### config.mk
export PLATFORM = sky130hd
export DESIGN_NAME = rgb_threshold_bitplane_packer_unit_flat
export DESIGN_NICKNAME = d
export VERILOG_FILES = /design/src/hw/rtl/rtbp_pkg.sv /design/src/hw/rtl/rtbp_if.sv /design/src/hw/rtl/rtbp_luma_cmp.sv /design/src/hw/rtl/rgb_threshold_bitplane_packer_unit.sv /design/src/flat_wrapper.sv
export SDC_FILE = /design/constraint.sdc
export NUM_CORES = 1
export LEC_CHECK = 0
export BUFFER_PORTS_ARGS = -buffer_cell sky130_fd_sc_hd__buf_2
export CAP_MARGIN = 40
export CORE_ASPECT_RATIO = 0.8
export CORE_MARGIN = 2
export CORE_UTILIZATION = 29
export CTS_BUF_LIST = sky130_fd_sc_hd__clkbuf_8 sky130_fd_sc_hd__clkbuf_16
export CTS_CLUSTER_DIAMETER = 200
export CTS_CLUSTER_SIZE = 10
export DETAILED_ROUTE_END_ITERATION = 10
export SLEW_MARGIN = 20
export SYNTH_ARGS = -nofsm -noshare
export SYNTH_HDL_FRONTEND = slang
export SYNTH_SLANG_ARGS = --single-unit
### constraint.sdc
create_clock -name clk_i -period 6.7 [get_ports clk_i]
set_input_delay 2.01 -clock clk_i [delete_from_list [all_inputs] [get_ports clk_i]]
set_output_delay 2.01 -clock clk_i [all_outputs]
set_load 0.01 [all_outputs]
### src/hw/rtl/rtbp_pkg.sv
// ----------------------------------------------------------------------------
// rtbp_pkg
// Shared constants and codes for the rgb threshold bitplane packer.
// ----------------------------------------------------------------------------
package rtbp_pkg;

  // image size limits
  localparam int unsigned MaxWidth  = 4096;
  localparam int unsigned MaxHeight = 4096;

  // field widths
  localparam int unsigned ChanW  = 8;   // colour component
  localparam int unsigned SizeW  = 13;  // width and height registers
  localparam int unsigned ThrW   = 8;   // grey threshold
  localparam int unsigned ByteW  = 8;   // packed output byte
  localparam int unsigned CfgIdxW = 2;
  localparam int unsigned CfgDataW = SizeW;

  // counter widths follow from the limits
  localparam int unsigned ColW = $clog2(MaxWidth);
  localparam int unsigned RowW = $clog2(MaxHeight);

  // weighted sum: 30 + 59 + 11 = 100, max 100 * 255 = 25500
  localparam int unsigned SumW  = 15;
  localparam int unsigned WRed   = 30;
  localparam int unsigned WGreen = 59;
  localparam int unsigned WBlue  = 11;
  localparam int unsigned Divisor = 100;

  // bit position within a byte
  localparam int unsigned PosW = $clog2(ByteW);

  // configuration register indexes
  typedef enum logic [CfgIdxW-1:0] {
    CfgImageWidth    = 2'd0,
    CfgImageHeight   = 2'd1,
    CfgGreyThreshold = 2'd2
  } cfg_reg_e;

  // reset values
  localparam logic [SizeW-1:0] ResetWidth     = 13'd8;
  localparam logic [SizeW-1:0] ResetHeight    = 13'd1;
  localparam logic [ThrW-1:0]  ResetThreshold = 8'd128;

endpackage

### src/hw/rtl/rtbp_if.sv
// ----------------------------------------------------------------------------
// rtbp channel interfaces
// Valid/ready channels for pixels, packed bytes and configuration writes.
// ----------------------------------------------------------------------------

// pixel channel
interface rtbp_pixel_if;
  logic                          valid;
  logic                          ready;
  logic [rtbp_pkg::ChanW-1:0]    red;
  logic [rtbp_pkg::ChanW-1:0]    green;
  logic [rtbp_pkg::ChanW-1:0]    blue;

  modport source (output valid, output red, output green, output blue, input ready);
  modport sink   (input valid, input red, input green, input blue, output ready);
endinterface

// packed byte channel
interface rtbp_byte_if;
  logic                          valid;
  logic                          ready;
  logic [rtbp_pkg::ByteW-1:0]    packed_byte;
  logic                          row_end;
  logic                          image_end;

  modport source (output valid, output packed_byte, output row_end, output image_end,
                  input ready);
  modport sink   (input valid, input packed_byte, input row_end, input image_end,
                  output ready);
endinterface

// configuration write channel
interface rtbp_cfg_if;
  logic                           valid;
  logic                           ready;
  logic [rtbp_pkg::CfgIdxW-1:0]   index;
  logic [rtbp_pkg::CfgDataW-1:0]  data;

  modport source (output valid, output index, output data, input ready);
  modport sink   (input valid, input index, input data, output ready);
endinterface

### src/hw/rtl/rtbp_luma_cmp.sv
// ----------------------------------------------------------------------------
// rtbp_luma_cmp
// Weighted luma sum of one pixel compared against the grey threshold.
// ----------------------------------------------------------------------------
module rtbp_luma_cmp (
  input  logic [rtbp_pkg::ChanW-1:0] red_i,
  input  logic [rtbp_pkg::ChanW-1:0] green_i,
  input  logic [rtbp_pkg::ChanW-1:0] blue_i,
  input  logic [rtbp_pkg::ThrW-1:0]  threshold_i,
  output logic                       dark_o
);

  localparam int unsigned PadW = rtbp_pkg::SumW - rtbp_pkg::ChanW;
  localparam int unsigned ThrPadW = rtbp_pkg::SumW - rtbp_pkg::ThrW;

  logic [rtbp_pkg::SumW-1:0] sum;
  logic [rtbp_pkg::SumW-1:0] limit;

  // 30r + 59g + 11b, at most 25500
  assign sum = {{PadW{1'b0}}, red_i}   * rtbp_pkg::SumW'(rtbp_pkg::WRed)
             + {{PadW{1'b0}}, green_i} * rtbp_pkg::SumW'(rtbp_pkg::WGreen)
             + {{PadW{1'b0}}, blue_i}  * rtbp_pkg::SumW'(rtbp_pkg::WBlue);

  // floor(sum / 100) < thr exactly when sum < 100 * thr
  assign limit = {{ThrPadW{1'b0}}, threshold_i} * rtbp_pkg::SumW'(rtbp_pkg::Divisor);

  assign dark_o = (sum < limit);

endmodule

### src/hw/rtl/rgb_threshold_bitplane_packer_unit.sv
// ----------------------------------------------------------------------------
// rgb_threshold_bitplane_packer_unit
// Thresholds RGB pixels on luma and packs the bits lsb first into bytes.
// ----------------------------------------------------------------------------
//
//  channel   dir  handshake        payload
//  pix_i     in   valid / ready    red, green, blue
//  byte_o    out  valid / ready    packed_byte, row_end, image_end
//  cfg_i     in   valid / ready    index, data (always ready)
//
//  one pixel per clock while the output is not stalled: input register, then luma
//  compare and packing into the output register; the request that closes a byte
//  passes the input register and then the output register, which offers it.
//  a stalled output holds the byte; the input register fills behind it, so
//  pixels keep coming until both stages are full.
//  reset clears counters, partial byte, valid flags and loads register defaults.
//
module rgb_threshold_bitplane_packer_unit (
  input  logic clk_i,
  input  logic rst_ni,
  rtbp_pixel_if.sink  pix_i,
  rtbp_byte_if.source byte_o,
  rtbp_cfg_if.sink    cfg_i
);

  localparam int unsigned ColPadW = rtbp_pkg::SizeW - rtbp_pkg::ColW;
  localparam int unsigned RowPadW = rtbp_pkg::SizeW - rtbp_pkg::RowW;

  // configuration registers
  logic [rtbp_pkg::SizeW-1:0] width_q;
  logic [rtbp_pkg::SizeW-1:0] height_q;
  logic [rtbp_pkg::ThrW-1:0]  thr_q;

  // input register
  logic                       in_valid_q;
  logic [rtbp_pkg::ChanW-1:0] red_q, green_q, blue_q;

  // packing state
  logic [rtbp_pkg::ColW-1:0]  col_q, col_d;
  logic [rtbp_pkg::RowW-1:0]  row_q, row_d;
  logic [rtbp_pkg::ByteW-1:0] part_q, part_d;

  // output register
  logic                       out_valid_q;
  logic [rtbp_pkg::ByteW-1:0] byte_q;
  logic                       row_end_q;
  logic                       image_end_q;

  logic                       advance;
  logic                       dark;
  logic [rtbp_pkg::SizeW-1:0] width_eff, height_eff;
  logic [rtbp_pkg::PosW-1:0]  pos;
  logic                       last_col, last_row, emit;
  logic [rtbp_pkg::ByteW-1:0] bits;

  // configuration writes, always taken
  assign cfg_i.ready = 1'b1;

  always_ff @(posedge clk_i or negedge rst_ni) begin
    if (!rst_ni) begin
      width_q  <= rtbp_pkg::ResetWidth;
      height_q <= rtbp_pkg::ResetHeight;
      thr_q    <= rtbp_pkg::ResetThreshold;
    end else if (cfg_i.valid) begin
      unique case (cfg_i.index)
        rtbp_pkg::CfgImageWidth:    width_q  <= cfg_i.data;
        rtbp_pkg::CfgImageHeight:   height_q <= cfg_i.data;
        rtbp_pkg::CfgGreyThreshold: thr_q    <= cfg_i.data[rtbp_pkg::ThrW-1:0];
        default: ;
      endcase
    end
  end

  // stage handshakes
  assign advance     = in_valid_q && (!out_valid_q || byte_o.ready);
  assign pix_i.ready = !in_valid_q || advance;

  always_ff @(posedge clk_i or negedge rst_ni) begin
    if (!rst_ni) begin
      in_valid_q <= 1'b0;
    end else if (pix_i.ready) begin
      in_valid_q <= pix_i.valid;
    end
  end

  always_ff @(posedge clk_i) begin
    if (pix_i.valid && pix_i.ready) begin
      red_q   <= pix_i.red;
      green_q <= pix_i.green;
      blue_q  <= pix_i.blue;
    end
  end

  // luma threshold
  rtbp_luma_cmp u_luma (
    .red_i       (red_q),
    .green_i     (green_q),
    .blue_i      (blue_q),
    .threshold_i (thr_q),
    .dark_o      (dark)
  );

  // effective image size: zero reads as one, large values saturate
  always_comb begin
    if (width_q == '0) begin
      width_eff = rtbp_pkg::SizeW'(1);
    end else if (width_q > rtbp_pkg::SizeW'(rtbp_pkg::MaxWidth)) begin
      width_eff = rtbp_pkg::SizeW'(rtbp_pkg::MaxWidth);
    end else begin
      width_eff = width_q;
    end
    if (height_q == '0) begin
      height_eff = rtbp_pkg::SizeW'(1);
    end else if (height_q > rtbp_pkg::SizeW'(rtbp_pkg::MaxHeight)) begin
      height_eff = rtbp_pkg::SizeW'(rtbp_pkg::MaxHeight);
    end else begin
      height_eff = height_q;
    end
  end

  // packing and counter update
  always_comb begin
    pos      = col_q[rtbp_pkg::PosW-1:0];
    last_col = ({{ColPadW{1'b0}}, col_q} + rtbp_pkg::SizeW'(1)) >= width_eff;
    last_row = ({{RowPadW{1'b0}}, row_q} + rtbp_pkg::SizeW'(1)) >= height_eff;
    bits     = part_q | (rtbp_pkg::ByteW'(dark) << pos);
    emit     = (pos == rtbp_pkg::PosW'(rtbp_pkg::ByteW - 1)) || last_col;
    part_d   = emit ? '0 : bits;
    if (last_col) begin
      col_d = '0;
      row_d = last_row ? '0 : row_q + rtbp_pkg::RowW'(1);
    end else begin
      col_d = col_q + rtbp_pkg::ColW'(1);
      row_d = row_q;
    end
  end

  always_ff @(posedge clk_i or negedge rst_ni) begin
    if (!rst_ni) begin
      col_q  <= '0;
      row_q  <= '0;
      part_q <= '0;
    end else if (advance) begin
      col_q  <= col_d;
      row_q  <= row_d;
      part_q <= part_d;
    end
  end

  // output register
  always_ff @(posedge clk_i or negedge rst_ni) begin
    if (!rst_ni) begin
      out_valid_q <= 1'b0;
    end else if (advance) begin
      out_valid_q <= emit;
    end else if (byte_o.ready) begin
      out_valid_q <= 1'b0;
    end
  end

  always_ff @(posedge clk_i) begin
    if (advance && emit) begin
      byte_q      <= bits;
      row_end_q   <= last_col;
      image_end_q <= last_col && last_row;
    end
  end

  assign byte_o.valid       = out_valid_q;
  assign byte_o.packed_byte = byte_q;
  assign byte_o.row_end     = row_end_q;
  assign byte_o.image_end   = image_end_q;

endmodule

### src/flat_wrapper.sv
// flat-port wrapper written by rule: the top's interface ports become plain ports
module rgb_threshold_bitplane_packer_unit_flat 
  (clk_i, rst_ni, pix_i_valid, pix_i_red, pix_i_green, pix_i_blue, pix_i_ready, byte_o_valid, byte_o_packed_byte, byte_o_row_end, byte_o_image_end, byte_o_ready, cfg_i_valid, cfg_i_index, cfg_i_data, cfg_i_ready);
  rtbp_pixel_if pix_i_i ();
  rtbp_byte_if byte_o_i ();
  rtbp_cfg_if cfg_i_i ();
  input  logic clk_i;
  input  logic rst_ni;
  input wire logic [$bits(pix_i_i.valid)-1:0] pix_i_valid;
  input wire logic [$bits(pix_i_i.red)-1:0] pix_i_red;
  input wire logic [$bits(pix_i_i.green)-1:0] pix_i_green;
  input wire logic [$bits(pix_i_i.blue)-1:0] pix_i_blue;
  output wire logic [$bits(pix_i_i.ready)-1:0] pix_i_ready;
  output wire logic [$bits(byte_o_i.valid)-1:0] byte_o_valid;
  output wire logic [$bits(byte_o_i.packed_byte)-1:0] byte_o_packed_byte;
  output wire logic [$bits(byte_o_i.row_end)-1:0] byte_o_row_end;
  output wire logic [$bits(byte_o_i.image_end)-1:0] byte_o_image_end;
  input wire logic [$bits(byte_o_i.ready)-1:0] byte_o_ready;
  input wire logic [$bits(cfg_i_i.valid)-1:0] cfg_i_valid;
  input wire logic [$bits(cfg_i_i.index)-1:0] cfg_i_index;
  input wire logic [$bits(cfg_i_i.data)-1:0] cfg_i_data;
  output wire logic [$bits(cfg_i_i.ready)-1:0] cfg_i_ready;
  assign pix_i_i.valid = pix_i_valid;
  assign pix_i_i.red = pix_i_red;
  assign pix_i_i.green = pix_i_green;
  assign pix_i_i.blue = pix_i_blue;
  assign pix_i_ready = pix_i_i.ready;
  assign byte_o_valid = byte_o_i.valid;
  assign byte_o_packed_byte = byte_o_i.packed_byte;
  assign byte_o_row_end = byte_o_i.row_end;
  assign byte_o_image_end = byte_o_i.image_end;
  assign byte_o_i.ready = byte_o_ready;
  assign cfg_i_i.valid = cfg_i_valid;
  assign cfg_i_i.index = cfg_i_index;
  assign cfg_i_i.data = cfg_i_data;
  assign cfg_i_ready = cfg_i_i.ready;
  rgb_threshold_bitplane_packer_unit u_core (.clk_i(clk_i), .rst_ni(rst_ni), .pix_i(pix_i_i), .byte_o(byte_o_i), .cfg_i(cfg_i_i));
endmodule
=== After elaboration in Yosys (flattened, before gate mapping) ===
Cells that the tools add are included.

* Bits in registers: 102
* Bits in latches: 0
* Memory bits (writable): 0
* Bits in read-only memories: 0
* Output and inout port bits: 13
* Memories kept: 0

* Add/sub/neg operators: 6
* $mul: 4
* Div/mod/pow operators: 0
* Order comparisons: 5
* Equal/unequal tests: 3
* Shifts and indexed selects: 1
* Muxes and demuxes: 9
* Bitwise logic cells: 1
* Reduce and logical (&&, ||, !) cells: 17

{| class="wikitable"
|+ Operator list
! cell !! count
|-
| $mux W13 || 4
|-
| $add A12 B1 Y13 const B || 2
|-
| $ge A13 B13 Y1 || 2
|-
| $gt A13 B13 Y1 const B || 2
|-
| $logic_not A13 Y1 || 2
|-
| $add A12 B1 Y12 const B || 2
|-
| $mul A8 B4 Y12 const B || 2
|-
| $mux W12 || 2
|-
| $add A13 B14 Y15 || 1
|-
| $add A15 B12 Y15 || 1
|-
| $lt A15 B15 Y1 || 1
|-
| $mul A8 B6 Y14 const B || 1
|-
| $mul A8 B5 Y13 const B || 1
|-
| $mux W8 || 1
|-
| $or A8 B8 Y8 || 1
|-
| $reduce_and A2 Y1 || 4
|-
| $shl A1 B3 Y8 || 1
|-
| $logic_and A1 B1 Y1 || 4
|-
| $eq A3 B3 Y1 const B || 1
|-
| $logic_or A1 B1 Y1 || 3
|-
| $eq A2 B1 Y1 const B || 1
|-
| $eq A2 B2 Y1 const B || 1
|-
| $logic_not A1 Y1 || 2
|-
| $logic_not A2 Y1 || 1
|-
| 2 further kinds || 3
|}

=== Longest topological paths before layout ===
* Depth after elaboration: 7
* Gate-level depth with buffers: 29
* Gate-level depth less buffers: 28

=== Cells and area by module ===
From an unflattened synthesis, not the netlist that was laid out.

* Cell total of the unflattened synthesis: 822
* Area, all modules: 8782.2 um^2

{| class="wikitable"
|+ By module, submodules not included
! module !! times used !! cells an instance !! area each (um^2) !! seq. area each (um^2)
|-
| rgb_threshold_bitplane_packer_unit || 1 || 411 || 4885.9 || 2726.4
|-
| rtbp_luma_cmp || 1 || 411 || 3896.2 || 0.0
|}

=== Worst setup path before layout ===
No wires, ideal clock.

* Path type: reg-to-reg
* Start: reg u_core.red_q[0] in the netlist's numbering
* End: reg u_core.byte_q (netlist bit u_core.byte_o.packed_byte[3]) (data pin)
* Setup time: 0.147 ns
* Arrival: 6.587 ns
* Setup slack: -0.033 ns
* Cell stages (with the launch flop): 26
* Buffers on the path: 1
* Period minus slack after synthesis: 6.733 ns
* Cell sequence: edfxtp_1 > fa_1 > fa_1 > fa_1 > a21o_1 > a21oi_1 > xnor2_1 > fa_1 > fa_1 > inv_1 > fa_1 > inv_1 > ha_1 > or2_2 > a211o_1 > a31o_2 > a21oi_1 > xnor2_1 > ha_1 > a21o_1 > a21o_1 > o32a_1 > o31ai_1 > buf_2 > nand2_1 > o21bai_1

* Word-level cells in the longest chain between the ends: 6

{| class="wikitable"
|+ Ends and longest elaborated chain
! what !! RTL line !! text
|-
| start: declaration || rgb_threshold_bitplane_packer_unit.sv:36 || <nowiki>logic [rtbp_pkg::ChanW-1:0] red_q, green_q, blue_q;</nowiki>
|-
| start signal: assignment || rgb_threshold_bitplane_packer_unit.sv:88 || <nowiki>red_q <= pix_i.red;</nowiki>
|-
| $mul A8 B4 Y12 || rtbp_luma_cmp.sv:20 || <nowiki>assign sum = {{PadW{1'b0}}, red_i} * rtbp_pkg::SumW'(rtbp_pkg::WRed)</nowiki>
|-
| $add A13 B14 Y15 || rtbp_luma_cmp.sv:21 || <nowiki>+ {{PadW{1'b0}}, green_i} * rtbp_pkg::SumW'(rtbp_pkg::WGreen)</nowiki>
|-
| $add A15 B12 Y15 || rtbp_luma_cmp.sv:22 || <nowiki>+ {{PadW{1'b0}}, blue_i} * rtbp_pkg::SumW'(rtbp_pkg::WBlue);</nowiki>
|-
| $lt A15 B15 Y1 || rtbp_luma_cmp.sv:27 || <nowiki>assign dark_o = (sum < limit);</nowiki>
|-
| $shl A1 B3 Y8 || rgb_threshold_bitplane_packer_unit.sv:126 || <nowiki>bits = part_q | (rtbp_pkg::ByteW'(dark) << pos);</nowiki>
|-
| $or A8 B8 Y8 || rgb_threshold_bitplane_packer_unit.sv:126 ||
|-
| via u_core.bits, one bit || rgb_threshold_bitplane_packer_unit.sv:54 || <nowiki>logic [rtbp_pkg::ByteW-1:0] bits;</nowiki>
|-
| end signal: assignment || rgb_threshold_bitplane_packer_unit.sv:163 || <nowiki>byte_q <= bits;</nowiki>
|-
| end: declaration || rgb_threshold_bitplane_packer_unit.sv:45 || <nowiki>logic [rtbp_pkg::ByteW-1:0] byte_q;</nowiki>
|}

The timed path passes the listed nets, and every way through them passes these cells.
A chain may end at the register's enable or synchronous reset.

=== Worst setup path after layout ===
* Start: reg u_core.red_q[1] in the netlist's numbering
* End: reg u_core.byte_q (netlist bit u_core.byte_o.packed_byte[6]) (data pin)

Same word-level chain as after synthesis.

==> results.md <==
- ANT nets after route: 0
- Initial antenna violation count: 0
- Detailed-route wire length: between 15000 and 20000 microns
- DP HPWL: approximately 15000 microns
- RSZ-0062 raised after global routing: true
- Yosys warning count: 0
- CTS tree: built
- Port bufs: 55
- Max_cap viols: 0
- Initial DRT Pass Iterations: 4
- Initial DRC count: roughly 260
- Crit path DAT: 7.06 ns
- FF+latch area: between 0.002 and 0.003 sq mm
- Multiplexer share of the synthesized area: under 10%
- Clk pin slew, worst setup/hold paths: roughly 0.080 ns
- CP startpoint kind: register
- Req. time, crit path: between 6 and 7 ns
- First-pass GRT wire length: approximately 31000 microns
- Clock buffer count from CTS: 9
- Final slew viol count: 0
- Final setup violation count: 13
- Setup CP Type: reg -> reg
- CTS H-Tree Depth: 3
- Final period utilization: 102%
- Rows: between 50 and 60
- Setup TNS: -1.03 ns
- Core Area: approximately 0.03 sq mm
- Violated checks: setup timing
- Die W: between 150 and 200 microns
- Outcome: complete, but fails checks
- Net Count, Synth: 1076
- Syn_area_per_cell: between 10 and 15 sq um
- Bufs on Longest Clock Path: 2
- Synth Register Bits: between 100 and 150
- # fillers: 3053
- Total GRT Usage: 12.3%
- Adder-cell share of the synthesized area: between 30% and 40%
- GPL Wtd Cong: about 0.81
- Asr flop ratio synth: between 60% and 70%
- Worst Tran Pin Value: around 0.8 ns
- Vias in the first global route: approximately 6400
- Wire length per cell: about 13 microns
- Vias per cell: approximately 4.5
- XOR/XNOR share of the synthesized area: ~4.2%
- Setup crit end kind: register
- Area delta synth->final: 18.1%
- Netlist cell types: 64
- Worst hold path class: reg -> reg
- Worst-path fanout max: 4
- I/O pin cnt: 57
- Die area: about 0.032 sq mm
- Congestion Overflow GR: 0
- Post-Synthesis Cells: 835
- Die Y: ~160 microns
- Min Tclk post-route: approximately 6.8 ns
- Nets: approximately 1200
- Max Freq: approximately 0.15 GHz
- Final worst setup slack: -0.124 ns
- Post-synth EDFFs: 34
- Sink Count: 102
- Simple-Gate Fraction of Synth Area: approximately a tenth
- DRC: 0
- Multi-input gate area: roughly 0.0056 sq mm
- Post-synth top area share: 18.5%
- Largest net degree at the start of global routing: 49
- Final antenna diode count: 0
- Clock Skews: about 0.01 ns
- Synth area leaders: dfrtp_1 18%, ha_1 18%, fa_1 15%
- Mapped Area: between 0.008 and 0.009 sq mm
- Clk_lat worst skew: 0.37 ns
- Compound-gate portion of the synthesized area: between 10% and 20%
- Slew HR: approximately 47%
- Initial Util: between 20% and 30%
- Sequential element share of the synthesized area: between 30% and 40%
- Share of cells above drive strength 1: between 20% and 30%
- Main combinational cell family by area after synthesis: adder cells
- Yosys top cell by area: dfrtp_1
- Main synth FF type: dfrtp_1
- DR vias: 6102
- Root Buffer: clkbuf_16
- Cts hold-fix bufs: 0
- Final hold vios: 0
[worst paths after layout]
| path | start | end | slack (ns) | depth (start not counted) |
|---|---|---|---|---|
| worst max-delay path | u_core.red_q[1] | u_core.byte_o.packed_byte[6] | -0.12 | 27 |
| min in group asynchronous | rst_ni | u_core.col_q[9] | 1.61 | 2 |
| worst min-delay path | u_core.col_q[11] | u_core.col_q[11] | 0.51 | 2 |
| worst min register to register | u_core.col_q[11] | u_core.col_q[11] | 0.51 | 2 |
| max in group asynchronous | rst_ni | u_core.width_q[3] | 4.50 | 3 |
| worst max register to register | u_core.red_q[1] | u_core.byte_o.packed_byte[6] | -0.12 | 27 |
[layout make-up]
class | instances | share of cell area (%)
clock inverter | 7 | 0.782
timing repair buffer | 112 | 7.03
inverter | 127 | 4.59
tap | 413 | 4.97
sequential | 102 | 26.2
multi-input combinational | 589 | 54.2
clock buffer | 9 | 2.17
[registers in the layout, indices dropped and copies added (netlist names), 8 cells and up]
register,count
u_core.thr_q,8
u_core.green_q,8
u_core.red_q,8
u_core.blue_q,8
u_core.byte_o.packed_byte,8
u_core.width_q,13
u_core.row_q,12
u_core.col_q,12
u_core.height_q,13
u_core.part_q,8
[Yosys cell counts, drive strengths merged (6+ instances only)]
master / instances
nand4: 7
nor2b: 6
a21o: 11
fa: 67
a21oi: 28
clkbuf: 9
and3: 6
o21ai: 30
nand2b: 9
ha: 130
dfrtp: 65
nor2: 37
a31o: 6
edfxtp: 34
nand3: 15
mux2: 35
a211oi: 11
nor3: 10
xnor2: 27
o31ai: 7
xor2: 15
nand2: 69
buf: 8
nor4: 6
inv: 127
[worst max-delay path: stages, from the launching register on]
cell	delay [ns]
edfxtp_1	0.46
fa_1	0.59
fa_1	0.48
ha_1	0.33
a21oi_2	0.14
nor2b_2	0.06
o31a_1	0.26
or4_4	0.44
nand2_2	0.09
xnor2_1	0.12
ha_1	0.26
inv_2	0.06
fa_1	0.42
fa_1	0.50
inv_2	0.05
ha_4	0.26
buf_4	0.13
nand4_1	0.11
o31ai_1	0.25
a21oi_1	0.12
xnor2_1	0.14
ha_1	0.33
a211oi_2	0.24
o221ai_2	0.13
o31ai_2	0.20
buf_4	0.18
nor2b_4	0.17
a31o_2	0.17
[cell families after synthesis]
kind of cell,count (synthesis)
DFF,102
buffers and inverters,144
adders and majority gates,197
and+or+nand+nor,184
other,1
AOI/OAI and AO/OA,130
muxes,35
xor gates and xnor gates,42
[routing by layer]
metal	routed length, microns	vias to the layer above	global-route usage [%]
met5	0	-	0
met4	216	0	3.26
met3	492	14	1.94
met2	8260	59	19.6
met1	9100	2952	17.4
li1	-	3077	-
[cells in the final DEF, fill, tap and decap left out, drive strengths merged, types with 3 or more instances in the layout]
| cell type | synthesis | routed |
|---|---|---|
| a211oi | 11 | 11 |
| a21o | 11 | 11 |
| a21oi | 28 | 28 |
| a22o | 3 | 3 |
| a31o | 6 | 6 |
| a41oi | 3 | 3 |
| and2 | 5 | 5 |
| and3 | 6 | 6 |
| buf | 8 | 112 |
| clkbuf | 9 | 9 |
| dfrtp | 65 | 65 |
| dfstp | 3 | 3 |
| edfxtp | 34 | 34 |
| fa | 67 | 67 |
| ha | 130 | 130 |
| inv | 127 | 133 |
| mux2 | 35 | 35 |
| nand2 | 69 | 69 |
| nand2b | 9 | 9 |
| nand3 | 15 | 15 |
| nand3b | 3 | 3 |
| nand4 | 7 | 7 |
| nor2 | 37 | 37 |
| nor2b | 6 | 6 |
| nor3 | 10 | 10 |
| nor3b | 3 | 3 |
| nor4 | 6 | 6 |
| o21a | 3 | 3 |
| o21ai | 30 | 30 |
| o21bai | 5 | 5 |
| o22ai | 3 | 3 |
| o31ai | 7 | 7 |
| or4 | 3 | 3 |
| xnor2 | 27 | 27 |
| xor2 | 15 | 15 |
[stage by stage]
step	setup slack, ns	util (%)	cell area [sq um]	hold slack, ns	cells
after global routing	-0.426	34.5	10400	0.545	1359
after floorplan	0.0131	-	8810	0.457	835
after global placement	-0.285	32.9	9890	0.487	1335
final	-0.124	34.5	10400	0.511	1359
after CTS	-0.345	34.3	10300	0.509	1357
after detailed placement	-0.556	33.0	9930	0.486	1337
[timing repair]
item,CTS,global route
gates resized for setup,16,14
pin swaps,17,32
setup endpoints to repair,16,16
buffers inserted,4,2
cloned,0,0
Power is left out: the tool's default activity adds up to more than one toggle a clock period on the data nets, which glitch-free logic cannot reach.
